File: config.mk
export PLATFORM = sky130hd
export DESIGN_NAME = pip_ram
export DESIGN_NICKNAME = d
export VERILOG_FILES = /design/src/hdl/pip_ram.sv
export SDC_FILE = /design/constraint.sdc
export NUM_CORES = 2
export LEC_CHECK = 0
export BUFFER_PORTS_ARGS = -buffer_cell sky130_fd_sc_hd__buf_2
export CAP_MARGIN = 5
export CORE_MARGIN = 2
export CORE_UTILIZATION = 47
export CTS_BUF_LIST = sky130_fd_sc_hd__clkbuf_4
export CTS_CLUSTER_SIZE = 20
export DETAILED_ROUTE_END_ITERATION = 10
export GPL_ROUTABILITY_DRIVEN = 0
export SETUP_SLACK_MARGIN = 0.3
export SYNTH_ARGS = -nofsm -noshare
export SYNTH_HDL_FRONTEND = slang
export SYNTH_SLANG_ARGS = --single-unit
File: constraint.sdc
create_clock -name clk_i -period 3.75 [get_ports clk_i]
set_input_delay 0.375 -clock clk_i [delete_from_list [all_inputs] [get_ports clk_i]]
set_output_delay 0.375 -clock clk_i [all_outputs]
set_load 0.03 [all_outputs]
File: src/hdl/pip_ram.sv
// Generic single-write, single-read RAM with registered read data.
// No dependencies.
`timescale 1ns / 1ps
`default_nettype none
module pip_ram #(
  parameter int Width = 32,
  parameter int Depth = 64
) (
  input  wire logic                     clk_i,
  input  wire logic                     we_i,
  input  wire logic [$clog2(Depth)-1:0] waddr_i,
  input  wire logic [Width-1:0]         wdata_i,
  input  wire logic [$clog2(Depth)-1:0] raddr_i,
  output logic      [Width-1:0]         rdata_o
);
  logic [Width-1:0] mem_q [Depth];

  always_ff @(posedge clk_i) begin
    if (we_i) begin
      mem_q[waddr_i] <= wdata_i;
    end
    rdata_o <= mem_q[raddr_i];
  end
endmodule
`default_nettype wire

Word level (Yosys, flattened, before mapping)

Memory sizes are Yosys's and may differ from the RTL's. A register that Yosys moved wholly into a read port is not among the register bits.
Cells that the tools add are included.

Input bits: 46
Flip-flop bits (word level): 0
Memories kept: 1
Memory bits (writable): 2048
Logic and storage cells: 3
Output and inout port bits: 32

Memories:

| name  | words | width | rd ports | clocked after Yosys merged registers in | write ports | RTL line | text |
|---|---|---|---|---|---|---|---|
| mem_q | 64    | 32    | 1        | 1                                       | 1           | 16       | `logic [Width-1:0] mem_q [Depth];` |

Muxes and demuxes: 2

Operators by type and width:

| cell              | count |
|---|---|
| two-way mux 1 bit | 2 |

Depth between registers and ports, before layout

Word-level depth: 2
Depth in mapped cells: 10
Mapped depth without buffers: 5

Worst setup path after synthesis

No wires, ideal clock.

Path kind: input -> register
Start: in waddr_i[3]
End: mem mem_q[48][0], enable pin
Data required time: 3.289 ns
Stages on the path: 4
Setup slack: 0.215 ns
Data arrival time: 3.074 ns
Buffers on the path: 1
Path through: clkbuf_1 > nor2b_1 > nand4b_1 > nor3_1

RTL lines:

| element            | RTL line | text |
|---|---|---|
| start: declaration | 11       | `input wire logic [$clog2(Depth)-1:0] waddr_i,` |
| end: declaration   | 16       |  |

No word-level cell before the write port.

Worst setup path in the final report

Start: in waddr_i[2]
End: mem mem_q[29][9], enable pin

No word-level cell before the write port.

==> key figures <==
Placed design
  • I/O Buffers: a little under 80
  • DP HPWL: between 100000 and 150000 um
  • Dpl cells: 5587

Route
  • DRC: 0
  • Final wirelength: 203000 um
  • DRT Pass-1 Iters: 6
  • Antenna Violating Nets Remaining: 0
  • Post-DR wirelength/cell: 31.1 um
  • 1st-iter DRT viols: approximately 4800
  • Vias: about 40000
  • Avg Vias per Cell: 6.01

Layout
  • Final-stage net count: 4017
  • Filler instances: 12600
  • Share of cells above drive strength 1: 38.4%
  • Fin util: 54.1%
  • Seq. cell area: 62100 um2
  • Layout Cells excl Fill: between 6000 and 7000
  • Multi-input logic area: 16000 um2
  • Layout Area Growth over Synthesis: 14.6%

Global routing
  • First-pass GRT wire length: 288000 um
  • Initial antenna violation count: 13
  • Largest net degree at the start of global routing: 68
  • All-Layer GR Usage: 24.1%
  • Vias in the first global route: about 40000
  • Global route overflow: 0

Power
  • Peak VDD IR: 0.000309 V
  • Switching fraction of total power: between 20 and 25%
  • Net switching power: 0.0103 W
  • Sequential share of power: 55.2%
  • Pint: 0.0365 W
  • Combinational Power Share: 5.2%
  • Clock share of power: around 40%
  • Power per cell area: ~520 nW/um2
  • Static leakage: 28.8 nW

Clock tree
  • Clk slew on worst S/H paths: 0.06 ns
  • CTS tree: done
  • Worst-skew pair later-pin latency: 1.24 ns
  • Sinks on Clock Net: 2080
  • Clk root buf: clkbuf_4
  • Num CTS Buffers: 542
  • Post-CTS Setup Bufs: 0
  • H-Tree Depth: 6
  • Clk buf depth: 4

Synth
  • Yosys warns: 0
  • Cell taking the most area after synthesis: edfxtp_1
  • Cell with the most instances after synthesis: edfxtp_1
  • Post-synth top area share: around four fifths
  • Post-synthesis net count: roughly 3400
  • Post-synth EDFFs: 2048
  • Mapped Cells: 3324
  • Post-synthesis cell type count: 34
  • Post-synth top cells: edfxtp_1, mux4_2, nor2_1
  • Ys flop type: edfxtp_1
  • Post-synthesis register bit count: 2080
  • Syn avg cell area: 23.6 um2
  • Seq/Total Area, Yosys: around four fifths
  • Top post-synthesis cells by area: edfxtp_1, mux4_2, mux2i_1
  • Cell Area, Synth: 78500 um2
  • Post-synthesis async set-or-reset flop share: 0%

Floorplan
  • Initial Util: 47.2%
  • Die ar.: around 170000 um2
  • I/O pin cnt: 78
  • Die Width: between 400 and 500 um
  • Core area: 166000 um2
  • Die height: 413 um
  • Num rows: 150

Timing
  • Post-layout min period: 2.57 ns
  • Least-Margin Pin Slew: 1.32 ns
  • Unrepaired setup endpoints after global routing: false
  • Final Hold Viols: 0
  • Fmax: 0.388 GHz
  • Final period utilization: 68.7%
  • Final setup vio count: 0
  • Max Transition Viols Final: 0
  • Relative slew slack: 11.9%
  • Total negative slack: 0 ns
  • Clk_skew: 0.0619 ns
  • Min Hold Slack: 0.179 ns

Worst setup path
  • CP Capture Type: flop
  • Critical Path AT: 3.42 ns
  • Cell family with most CP delay: buffers and inverters
  • Crit-path cells: dlygate4sd3_1, buf_2, nor2b_1, nand3_1, dlygate4sd3_1, buf_4, nor2_4, buf_4
  • Critical Path RT: 4.59 ns
  • CP max FO: 32
  • Crit path buf inv count: 5
  • Worst setup SP type: input pin
  • Crit Path Category: input pin to flop
  • Biggest cell delay along the critical path: 0.73 ns
  • Slowest cell on crit path: dlygate4sd3_1

Job
  • MaxCap Viol Count: 0

Status
  • Status: finished, final reports clean

Min path
  • Hold WC Path Type: input pin to flop
## cell usage in the layout, fill, tap and decap left out, drive strengths merged, types with 6 or more instances in the layout
cell type    Yosys  routed
edfxtp        2048    2048
inv              0      15
dfxtp           32      32
nand2           26      26
o221ai          27      27
clkinv           0     109
mux2i           93      93
a311oi           8       8
buf            108     241
a22oi           12      12
diode            0      11
nor2b           15      15
bufinv           0       6
dlygate4sd3      0      44
a21oi           62      62
nor2           137     137
nand2b           8       8
o22ai           84      84
clkbuf          74     774
nor3             7       7
mux4           544     544
## cell type report
cell class,count,share of cell area [%]
Clock inverter,131,0.744
Tap cell,2204,3.06
Timing Repair Buffer,285,2.91
Multi-Input combinational cell,1062,17.8
Sequential cell,2080,69.0
Clock buffer,774,6.46
Antenna cell,11,0.0306
## timing repair
| item | 4_1_cts | 5_1_grt |
|---|---|---|
| hold endpoints to repair | 2186 | 0 |
| hold buffers | 44 | 0 |
| resized for setup | 0 | 0 |
## logic make-up after synthesis
logic type      Yosys count  share of synthesized area, %
flops                  2080                          79.1
mux                     637                          16.8
buf+inv                 182                          1.13
compound gates          202                          1.67
simple gates            223                          1.27
## metal layers
| layer | vias up | global-route usage [%] | wire length (um) |
|---|---|---|---|
| met5 | - | 0 | 29 |
| met4 | 6 | 8.39 | 5210 |
| met3 | 330 | 5.04 | 17900 |
| met2 | 1995 | 38.7 | 100000 |
| met1 | 21100 | 33.0 | 80300 |
| li1 | 15900 | - | - |
## metrics by stage
step,setup WS (ns),area [um2],total power [W]
final,1.18,90000,0.0469
after global routing,1.14,90000,0.0487
after CTS,1.10,90000,0.0474
after detailed placement,0.276,83100,0.0288
after global placement,0.268,83100,0.0287
after floorplan,0.723,78500,0.0276
## power by group through the flow
stage / Clock (W) / Sequential [W] / Combinational, W
3_3_place_gp: 0 / 0.0263 / 0.00238
4_1_cts: 0.0190 / 0.0259 / 0.00248
3_5_place_dp: 0 / 0.0264 / 0.00244
5_1_grt: 0.0203 / 0.0258 / 0.00260
2_1_floorplan: 0 / 0.0264 / 0.00125
6_report: 0.0186 / 0.0258 / 0.00246
## registers in the layout, summed over array words and instances (netlist names)
register / flops
rdata_o: 32
mem_q: 2048
## path summary, 6_finish.rpt
| path | startpoint | endpoint | slack [ns] | depth (start not counted) |
|---|---|---|---|---|
| setup / recovery | waddr_i[2] | mem_q[29][9] | 1.18 | 8 |
| hold reg to reg | mem_q[12][8] | rdata_o[8] | 0.74 | 4 |
| hold / removal | wdata_i[14] | mem_q[36][14] | 0.18 | 2 |
| setup reg to reg | mem_q[4][6] | rdata_o[6] | 1.40 | 4 |
Note: power is estimated with default switching activity, not from simulation.
