==> config.mk <==
export PLATFORM = sky130hd
export DESIGN_NAME = pip_queue
export DESIGN_NICKNAME = d
export VERILOG_FILES = /design/src/hdl/pip_pkg.sv /design/src/hdl/pip_queue.sv
export SDC_FILE = /design/constraint.sdc
export NUM_CORES = 1
export LEC_CHECK = 0
export ABC_AREA = 1
export BUFFER_PORTS_ARGS = -buffer_cell sky130_fd_sc_hd__buf_2
export CORE_MARGIN = 3
export CORE_UTILIZATION = 49
export CTS_BUF_LIST = sky130_fd_sc_hd__clkbuf_2 sky130_fd_sc_hd__clkbuf_4 sky130_fd_sc_hd__clkbuf_8
export DETAILED_ROUTE_END_ITERATION = 12
export HOLD_SLACK_MARGIN = 0.05
export PLACE_DENSITY = 0.78
export SLEW_MARGIN = 20
export SYNTH_ARGS = -nofsm -noshare
export SYNTH_HDL_FRONTEND = slang
export SYNTH_SLANG_ARGS = --single-unit
==> constraint.sdc <==
create_clock -name clk_i -period 4.3 [get_ports clk_i]
set_clock_uncertainty 0.05 [all_clocks]
set_input_delay 0.86 -clock clk_i [delete_from_list [all_inputs] [get_ports clk_i]]
set_output_delay 0.86 -clock clk_i [all_outputs]
set_load 0.005 [all_outputs]
==> src/hdl/pip_pkg.sv <==
// Package for the point-in-polygon crossing test block.
// Holds widths, mode and status codes, and the queue entry type. No dependencies.
`timescale 1ns / 1ps
`default_nettype none
package pip_pkg;
  localparam int MaxVertices = 64;
  localparam int AddrW       = $clog2(MaxVertices);
  localparam int CntW        = $clog2(MaxVertices + 1);
  localparam int CoordW      = 16;
  localparam int OffW        = 12;
  localparam int CrossW      = 7;
  localparam logic [OffW-1:0] OffsetReset = 12'd160;

  typedef enum logic [1:0] {
    MODE_APPEND = 2'd0,
    MODE_QUERY  = 2'd1,
    MODE_CLEAR  = 2'd2,
    MODE_NONE   = 2'd3
  } mode_e;

  typedef enum logic [1:0] {
    ST_OK    = 2'd0,
    ST_EMPTY = 2'd1,
    ST_FULL  = 2'd2
  } status_e;

  typedef enum logic [1:0] {
    BK_IDLE,
    BK_WALK,
    BK_DRAIN,
    BK_OUT
  } back_state_e;

  // Work handed from the front part to the back part.
  typedef struct packed {
    logic                     walk;
    status_e                  status;
    logic [CntW-1:0]          count;
    logic signed [CoordW:0]   ex;
    logic signed [CoordW:0]   ey;
    logic signed [CoordW-1:0] qx;
    logic signed [CoordW-1:0] qy;
  } job_t;
endpackage
`default_nettype wire

==> src/hdl/pip_queue.sv <==
// Two-entry job queue between front and back parts.
// Depends on pip_pkg.
`timescale 1ns / 1ps
`default_nettype none
module pip_queue import pip_pkg::*; (
  input  wire logic clk_i,
  input  wire logic rst_ni,
  input  wire logic push_valid_i,
  output logic      push_ready_o,
  input  job_t      push_i,
  output logic      pop_valid_o,
  input  wire logic pop_ready_i,
  output job_t      pop_o
);
  job_t       mem_q [2];
  logic       wp_q, rp_q;
  logic [1:0] fill_q;
  logic       push, pop;

  assign push_ready_o = (fill_q != 2'd2);
  assign pop_valid_o  = (fill_q != 2'd0);
  assign pop_o        = mem_q[rp_q];
  assign push = push_valid_i && push_ready_o;
  assign pop  = pop_valid_o && pop_ready_i;

  always_ff @(posedge clk_i) begin
    if (push) begin
      mem_q[wp_q] <= push_i;
    end
  end

  always_ff @(posedge clk_i or negedge rst_ni) begin
    if (!rst_ni) begin
      wp_q   <= 1'b0;
      rp_q   <= 1'b0;
      fill_q <= '0;
    end else begin
      if (push) wp_q <= ~wp_q;
      if (pop)  rp_q <= ~rp_q;
      fill_q <= fill_q + {1'b0, push} - {1'b0, pop};
    end
  end

  assert property (@(posedge clk_i) disable iff (!rst_ni) fill_q != 2'd3)
    else $error("queue fill out of range");
  assert property (@(posedge clk_i) disable iff (!rst_ni)
    (push && !pop) |=> fill_q == $past(fill_q) + 2'd1)
    else $error("queue fill did not grow on push");
  assert property (@(posedge clk_i) disable iff (!rst_ni)
    (fill_q == 2'd2) |-> (wp_q == rp_q))
    else $error("queue pointers disagree when full");
endmodule
`default_nettype wire

After elaboration in Yosys (flattened, before gate mapping)
Memory sizes are Yosys's and may differ from the RTL's. Cells that the tools add are included.

Logic and storage cells: 14. Output and inout port bits: 78. Register bits: 4. Memories: 1. Bits in writable memories: 152. Input port bits: 80.

Reductions and logical operators: 3. Add/sub/neg operators: 2. Bitwise logic cells: 2. Mux-type cells: 2. Equality and inequality tests: 1.

Memories: mem_q (depth 2, bits a word 76, rd ports 1, clocked after memory_dff 0, wr ports 1, line pip_queue.sv:15) `job_t mem_q [2];`.

Operator list (count): adder 2 x 1 -> 2 bit (1); logical AND 1 bit (2); two-way mux 1 bit (2); != test 2 bit (second input constant) (1); NOT 1 bit (2); nonzero test 2 bit (1); subtractor 2 x 1 -> 2 bit (1).

Depth between registers and ports, before layout
Gate-level depths: netlist of the first run.

Depth in word-level cells: 4. Mapped depth: 10. Mapped depth without buffers: 10.

Worst setup path after synthesis of the first run
No wires, ideal clock.

Kind: input port to flip-flop. From: input port push_valid_i. To: memory mem_q[1][0] (netlist name), enable pin. Arrival: 4115 ps. Library setup time: 511 ps. Stages on the path: 2. Setup slack: -376 ps. Path buffers: 0. Data required time: 3739 ps. Cell sequence: nand2_1 nor2_1.

Longest elaborated chain between the ends: 3.

RTL lines: from (decl) (line pip_queue.sv:8) `input wire logic push_valid_i,`; logical AND 1 bit (line pip_queue.sv:23) `assign push = push_valid_i && push_ready_o;`; two-way mux 1 bit (line pip_queue.sv:27) `if (push) begin`; two-way mux 1 bit (implied by the code) (line pip_queue.sv:28) `mem_q[wp_q] <= push_i;`; to (decl) (line pip_queue.sv:15).

Every way passes these cells.

==> results.cfg, run 1 <==
[run_status]
outcome = finished, final reports clean

[power]
combinationalPowerShare_pct = 28.6
ir_drop_mv = 0.430
clockPowerShare_pct = 26.4
switchingPower_w = 0.00147
power_leakage_nw = 3.12
finalPower_w = 0.00478
p_int_w = 0.00331
p_sw_share_pct = 30.7
power_frac_seq_pct = 45.0
pwr_density_cell_nw_per_um2 = 670

[final_layout]
area_growth_pct = 23.6
num_antenna_cells = 0
fillers = 862
drive_above_1_share_pct = 32.2
stdcell_count = 748
nets = 674
final_area_um2 = 7140

[global_route]
first_global_vias = 3719
grt_use_total_pct = 17.5
overflow = 0
grt_start_max_net_pins = 78
antenna_found_initial = 0
grt_pass1_wl_um = 17400

[yosys]
syn_avg_cell_area_um2 = 13.5
synth-edff-count = 152
ys_warn_count = 0
async_flop_share_pct = 2.56
netlist_instances = 429
synthMuxAreaShare_pct = 0
synthSimpleGateAreaFrac_pct = 16.0
synth_ff_type = edfxtp_1
yosys-top-cells-count = nand2_1 (241), edfxtp_1 (152), buf_2 (9)
synth_seq_cells = 156
synth-xor-area-share_pct = 0
synthMostInstantiatedCell = nand2_1
synth_top_cell_area_share_pct = 79.1
yosys.area.top_type = edfxtp_1
yosysSeqAreaShare_pct = 80.8
ys_top_cells_by_area = edfxtp_1 (79%), nand2_1 (16%), dfrtp_1 (1.7%), buf_6 (0.98%), buf_2 (0.78%)
synth_fa_ha_area_share_pct = 0.433
synth_compound_area_share_pct = 0
syn_area_um2 = 5770
synth_cell_types = 11
synth_fp_nets = 511
synth_top_family_by_area = simple AND/OR/NAND/NOR gates

[setup_path]
end_kind = output pin
crit_fanout = 77
crit_top_cell = nand2_1
crit_required_ns = 3.39
critical_path_class = flop to output pin
crit_path_start_kind = flop
cp_slowest_stage_delay_ns = 0.64
crit_slowest_cell = buf_4
cp.arrival_ns = 1.87
path_buf_inv = 2
ff2ff_setup_slack_ns = 2.25
cp_top_family = buffers and inverters
cp_cell_sequence = buf_4 -> nand2_1 -> nand2_1 -> buf_2

[routing]
routed_wirelength_um = 10900
via_count = 3605
wl_met1_um = 4330
drc = 0
final_antenna_net_count = 0
met3_length_um = 996
drt_first_pass_iters = 4
highest_layer = met4
drtIter0Drc = 166
via_per_inst = 4.82
wl_met2_um = 5440
post_drt_wl_per_cell_um = 14.6

[sta]
rsz0062_at_grt = no
slew_viol_final = 0
whs_ns = 0.166
fmax_mhz = 360
period_share_pct = 64.6
finalHoldViolCount = 0
worst_pin_slew_ns = 0.813
relSlewSlack_pct = 45.8
setup_viol = 0
final.min_clock_period_ns = 2.78
setup_tns_ns = 0

[clock_tree]
clkSinkCount = 156
clkTransAtPathRegs_ns = 0.08
cts_tree = done
postCtsSetupBuffers = 0
insertion_delay_ns = 0.44
cts_made_buffers = 17
root_buffer = clkbuf_8
postCtsHoldBufs = 0
cts.repair.resized = 0
clockBufferDepth = 2
cts_max_level = 4

[die]
start_util_pct = 50.3
io_pins = 158
die_y_um = 115
die_area_um2 = 13100
core_um2 = 11500
die-width_um = 115
fp-row-count = 39

[hold_path]
hp-class = input port to async pin

[run]
maxCapViolCount = 0

[placement]
placed_cells = 716
gp_congestion = 0.717
dp_hpwl_um = 6990
port-buffer-count = 157
placed_cell_area_um2 = 6670
layer usage:
layer | global-route usage, % | vias to the layer above
met1 | 20.6 | 1676
met3 | 7.14 | 12
met2 | 28.9 | 157
li1 | - | 1760
met5 | 0 | -
met4 | 6.25 | 0
flip-flops by register name, summed over array words and instances (netlist names):
register	flops
rp_q	1
mem_q	152
wp_q	1
fill_q	2
power groups by stage:
stage	Combinational [W]	Sequential (W)	Clock, W
2_1_floorplan	0.000829	0.00218	0
3_3_place_gp	0.00138	0.00217	0
3_5_place_dp	0.00141	0.00219	0
4_1_cts	0.00141	0.00215	0.00129
5_1_grt	0.00157	0.00218	0.00137
6_report	0.00137	0.00215	0.00126
metrics by stage:
step / util [%] / setup slack, ns
floorplan: - / 0.899
global placement: 58.1 / 1.76
detailed placement: 58.1 / 1.77
CTS: 62.2 / 1.47
global route: 62.2 / 1.34
finish: 62.2 / 1.52
worst paths after layout:
path,end,start,depth (start not counted)
max in group asynchronous,rp_q$_DFFE_PN0P_,rst_ni,1
worst max register to register,mem_q[1][53]$_DFFE_PP_,fill_q[1]$_DFF_PN0_,4
min in group clk_i,wp_q$_DFFE_PN0N_,wp_q$_DFFE_PN0N_,2
worst max-delay path,pop_o[67],rp_q$_DFFE_PN0P_,4
worst min register to register,wp_q$_DFFE_PN0N_,wp_q$_DFFE_PN0N_,2
worst min-delay path,fill_q[0]$_DFF_PN0_,rst_ni,1
kinds of logic after synthesis:
group	Yosys count
and+or+nand+nor	245
buffers and inverters	26
adders and majority gates	2
DFF	156
final cells by class:
type | count | area (um2) | area share, %
clock buffer | 19 | 249 | 3.49
clock inverter | 13 | 221 | 3.10
tap | 143 | 179 | 2.51
inverter | 9 | 37.5 | 0.526
sequential | 156 | 4670 | 65.4
multi-input combinational | 247 | 956 | 13.4
timing repair buffer | 161 | 828 | 11.6
cells in the final DEF (no fill, tap or decap), types with 3 or more instances in the layout:
cell type,netlist,layout
clkbuf_8,0,17
nand2_1,241,241
buf_4,3,3
nand3_1,3,3
bufinv_16,0,6
edfxtp_1,152,152
dfrtp_1,4,3
inv_1,8,7
buf_2,9,157
clkinv_2,0,3
No activity file was read; power rests on OpenSTA's default activity.
==> run 2, diff against run 1 <==
==> constraint.sdc (replaced) <==
create_clock -name clk_i -period 2.37 [get_ports clk_i]
set_clock_uncertainty 0.05 [all_clocks]
set_input_delay 0.474 -clock clk_i [delete_from_list [all_inputs] [get_ports clk_i]]
set_output_delay 0.474 -clock clk_i [all_outputs]
set_load 0.005 [all_outputs]
==> run 2 against run 1 <==
  * Combinational power rose by 84%
  * First-iteration DRC count rose by 22%
  * Sequential power grew 82%
  * Sequential cell count unchanged
  * Hold slack worse by 0.0017 ns
  * Final cell count rose by 0.67%
  * Clock-buffer cell count shrank 1
  * Largest cell class unchanged
  * Via count down 0.17%
  * Core utilization about the same
==> results.cfg, run 2 (same netlist as run 1, synthesis figures left out) <==
[run_status]
outcome = finished, final reports clean

[power]
p_sw_share_pct = 31.2
ir_drop_mv = 0.628
combinationalPowerShare_pct = 29.7
pwr_density_cell_nw_per_um2 = 1190
switchingPower_w = 0.00265
p_int_w = 0.00583
power_leakage_nw = 3.12
clockPowerShare_pct = 24.2
power_frac_seq_pct = 46.1

[setup_path]
cp.arrival_ns = 1.64
crit_path_start_kind = flop
crit_fanout = 37
end_kind = output pin
crit_required_ns = 1.85
critical_path_class = flop to output pin

[sta]
final.min_clock_period_ns = 2.17
period_share_pct = 91.5
rsz0062_at_grt = no
whs_ns = 0.165
setup_viol = 0
relSlewSlack_pct = 63.7
slew_viol_final = 0
finalHoldViolCount = 0
setup_tns_ns = 0
worst_pin_slew_ns = 0.545
fmax_mhz = 461

[global_route]
first_global_vias = 3562
grt_start_max_net_pins = 49
antenna_found_initial = 0
overflow = 0
grt_pass1_wl_um = 16600
grt_use_total_pct = 16.9

[final_layout]
stdcell_count = 753
layout_common_cells = nand2_1 (241), buf_2 (157), edfxtp_1 (152)
drive_above_1_share_pct = 32.8
largestRegisters = mem_q: 152 flops, fill_q: 2 flops
regMostFlops = mem_q
num_antenna_cells = 0
fillers = 892
nets = 679
largest_reg_flops = 152
final_common_cell = nand2_1
final_area_um2 = 7140
area_growth_pct = 23.7

[clock_tree]
postCtsSetupBuffers = 0
root_buffer = clkbuf_8
clockBufferDepth = 2
cts_made_buffers = 17
clkTransAtPathRegs_ns = 0.08
clkSinkCount = 156
cts_max_level = 4
insertion_delay_ns = 0.44
cts_tree = done

[routing]
drt_first_pass_iters = 4
post_drt_wl_per_cell_um = 14.4
drtIter0Drc = 203
drc = 0
routed_wirelength_um = 10800
via_count = 3599
via_per_inst = 4.78
final_antenna_net_count = 0

[placement]
placed_cell_area_um2 = 6710
port-buffer-count = 157
placed_cells = 720
dp_hpwl_um = 7280
gp_congestion = 0.716

[hold_path]
hp-class = input port to flop

[run]
maxCapViolCount = 0

[die]
start_util_pct = 50.3
fp-row-count = 39
core_um2 = 11500
die-width_um = 115
io_pins = 158
die_y_um = 115
die_area_um2 = 13100
## run 2: worst max-delay path: stages (launching register included)
cell	delay, ns
dfrtp_2	0.43
inv_4	0.24
buf_12	0.24
nand2_1	0.07
nand2_1	0.08
buf_2	0.12
## run 2: final cells by class
class                   count  area, um2  area share (%)
well taps                 143        179            2.51
clock inverters            14        176            2.47
clock buffers              18        241            3.38
repair buffers            166        881            12.3
flip-flops and latches    156       4670            65.4
multi-input cells         247        956            13.4
inverters                   9       40.0           0.561
## run 2: worst paths after layout
| path | startpoint | to | slack (ns) | depth (start not counted) |
|---|---|---|---|---|
| setup / recovery | rp_q$_DFFE_PN0P_ | pop_o[1] | 0.20 | 5 |
| hold / removal | push_i[47] | mem_q[0][47]$_DFFE_PP_ | 0.16 | 1 |
| setup reg to reg | fill_q[0]$_DFF_PN0_ | mem_q[0][30]$_DFFE_PP_ | 0.70 | 5 |
| hold reg to reg | wp_q$_DFFE_PN0N_ | wp_q$_DFFE_PN0N_ | 0.45 | 2 |
| max in group asynchronous | rst_ni | rp_q$_DFFE_PN0P_ | 1.76 | 2 |
| min in group asynchronous | rst_ni | wp_q$_DFFE_PN0N_ | 0.36 | 2 |
## run 2: power by group through the flow
| stage | logic [W] | registers (W) | clock network (W) |
|---|---|---|---|
| global placement | 0.00253 | 0.00394 | 0 |
| CTS | 0.00260 | 0.00392 | 0.00210 |
| detailed placement | 0.00259 | 0.00397 | 0 |
| finish | 0.00252 | 0.00391 | 0.00205 |
| global route | 0.00289 | 0.00396 | 0.00222 |
| floorplan | 0.00152 | 0.00394 | 0 |
## run 2: metrics by stage
stage | power [W] | util [%] | worst slack [ns]
2_1_floorplan | 0.00546 | - | 0.167
3_3_place_gp | 0.00648 | 58.5 | 0.659
3_5_place_dp | 0.00656 | 58.5 | 0.626
4_1_cts | 0.00862 | 62.3 | 0.135
5_1_grt | 0.00907 | 62.3 | 0.0388
6_report | 0.00848 | 62.3 | 0.202
## run 2: timing repair
action,in CTS,in global routing
resized for setup,0,0
hold buffers,1,0
endpoints found under the setup margin,0,0
hold endpoints to repair,4,0
## run 2: metal layers
layer / track usage (%) / wire length (um) / part of all wire, % / vias up
met2: 27.3 / 5460 / 50 / 140
met4: 6.97 / 159 / 1.5 / 0
met5: 0 / 0 / 0 / -
met3: 6.55 / 882 / 8.1 / 17
met1: 20.3 / 4330 / 40 / 1670
li1: - / - / - / 1772
==> run 3, diff against run 2 <==
--- a/config.mk
+++ b/config.mk
@@ -7,10 +7,12 @@
 export LEC_CHECK = 0
 export ABC_AREA = 1
 export BUFFER_PORTS_ARGS = -buffer_cell sky130_fd_sc_hd__buf_2
+export CAP_MARGIN = 10
 export CORE_MARGIN = 3
 export CORE_UTILIZATION = 49
 export CTS_BUF_LIST = sky130_fd_sc_hd__clkbuf_2 sky130_fd_sc_hd__clkbuf_4 sky130_fd_sc_hd__clkbuf_8
 export DETAILED_ROUTE_END_ITERATION = 12
+export GPL_TIMING_DRIVEN = 0
 export HOLD_SLACK_MARGIN = 0.05
 export PLACE_DENSITY = 0.78
 export SLEW_MARGIN = 20
==> run 3 against run 2 <==
  * Clock power is 12% lower
  * Critical path depth rose by 2
  * Global-route usage rose by 0.48 points
  * Largest power group unchanged
  * First-iteration DRC count up 36%
  * Final cell count rose by 1.9%
  * Hold slack got worse by 0.0042 ns
  * Highest routed layer unchanged
  * Setup slack improved by 0.075 ns
==> results.cfg, run 3 (same netlist as run 1, synthesis figures left out) <==
[global_route]
antenna_found_initial = 0
grt_use_total_pct = 17.4
grt_start_max_net_pins = 28
overflow = 0
first_global_vias = 3699
grt_pass1_wl_um = 17200

[final_layout]
largest_reg_flops = 152
num_antenna_cells = 0
seq_area_um2 = 4660
area_growth_pct = 25.2
multi_input_area_um2 = 956
nets = 693
fillers = 879
regMostFlops = mem_q
largestRegisters = mem_q: 152 flops, fill_q: 2 flops
layout_common_cells = nand2_1 (241), buf_2 (166), edfxtp_1 (152)
drive_above_1_share_pct = 34.1
final_area_um2 = 7230
final_common_cell = nand2_1
final_util_pct = 63.1

[clock_tree]
postCtsHoldBufs = 1
cts.repair.resized = 0
cts_tree = done
postCtsSetupBuffers = 0
clkTransAtPathRegs_ns = 0.09
insertion_delay_ns = 0.44
cts_max_level = 4
cts_made_buffers = 17
clkSinkCount = 156
root_buffer = clkbuf_8
clockBufferDepth = 2

[placement]
dp_hpwl_um = 7690
gp_congestion = 0.749
port-buffer-count = 157
placed_cell_area_um2 = 6860

[sta]
rsz0062_at_grt = no
setup_viol = 0
fmax_mhz = 478
slew_viol_final = 0
final.min_clock_period_ns = 2.09
whs_ns = 0.160
finalHoldViolCount = 0
relSlewSlack_pct = 61.1
worst_pin_slew_ns = 0.582
period_share_pct = 88.3

[die]
die_y_um = 115
io_pins = 158
fp-row-count = 39
start_util_pct = 50.3
core_um2 = 11500
die_area_um2 = 13100
die-width_um = 115

[hold_path]
hold_start = push_i[55]
holdPathStages = 1
hold_end = mem_q[0][55]$_DFFE_PP_
hp-class = input port to flop

[setup_path]
r2r-end = mem_q[0][37]$_DFFE_PP_
rr_startpoint = fill_q[0]$_DFF_PN0_
crit_fanout = 10
critical_path_class = flop to output pin
rr_worst_depth = 5
ff2ff_setup_slack_ns = 0.49
crit_path_start_kind = flop
crit_required_ns = 1.85
cp.arrival_ns = 1.57
end_kind = output pin

[routing]
final_antenna_net_count = 0
routed_wirelength_um = 11300
drc = 0
via_per_inst = 4.79
post_drt_wl_per_cell_um = 14.7
via_count = 3674
drt_first_pass_iters = 4
drtIter0Drc = 276

[power]
pwr_density_cell_nw_per_um2 = 1170
finalPower_w = 0.00848
ir_drop_mv = 0.707
power_leakage_nw = 3.16

[run_status]
outcome = finished, final reports clean

[run]
maxCapViolCount = 0
run 3: changes by cell type in the layout (fill, tap and decap cells not counted), sizes merged:
cell | before | now
buf | 165 | 179
clkinvlp | 4 | 8
bufinv | 4 | 1
clkinv | 7 | 5
inv | 8 | 9
run 3: worst max-delay path, stage by stage, from the launching register on:
cell and delay [ns]:
dfrtp_1 0.36, buf_4 0.16, inv_4 0.07, buf_6 0.15, buf_6 0.15, nand2_1 0.06, nand2_1 0.05, buf_2 0.11
run 3: worst max path at each step:
stage | depth (start not counted) | endpoint | slack [ns] | from
floorplan | 3 | mem_q[1][0]$_DFFE_PP_ | 0.17 | fill_q[1]$_DFF_PN0_
global placement | 3 | mem_q[0][41]$_DFFE_PP_ | -0.56 | push_valid_i
detailed placement | 4 | mem_q[0][35]$_DFFE_PP_ | 0.37 | push_valid_i
CTS | 7 | pop_o[47] | 0.21 | rp_q$_DFFE_PN0P_
global route | 7 | pop_o[48] | 0.13 | rp_q$_DFFE_PN0P_
finish | 7 | pop_o[47] | 0.28 | rp_q$_DFFE_PN0P_
run 3: routing by layer:
layer,track usage (%),vias to the layer above,routed length (um)
li1,-,1802,-
met1,20.6,1714,4640
met2,28.4,135,5470
met3,5.97,23,894
met4,8.31,0,256
met5,0,-,0
run 3: layout make-up:
class | instances | area share [%]
Tap cell | 143 | 2.47
Inverter | 9 | 0.554
Clock inverter | 14 | 1.70
Clock buffer | 18 | 3.34
Timing Repair Buffer | 163 | 12.5
Buffer | 17 | 1.71
Multi-Input combinational cell | 247 | 13.2
Sequential cell | 156 | 64.5
run 3: per-stage QoR:
stage	setup TNS [ns]	instances	worst slack (ns)
6_report	0	767	0.277
2_1_floorplan	0	429	0.167
5_1_grt	0	767	0.133
4_1_cts	0	767	0.210
3_3_place_gp	-80.45	729	-0.557
3_5_place_dp	0	734	0.366
run 3: report_power, final:
group | internal (W) | total, W | switching [W]
clock network | 0.000835 | 0.00180 | 0.000960
logic | 0.00111 | 0.00279 | 0.00169
registers | 0.00375 | 0.00389 | 0.000139
total | 0.00569 | 0.00848 | 0.00278
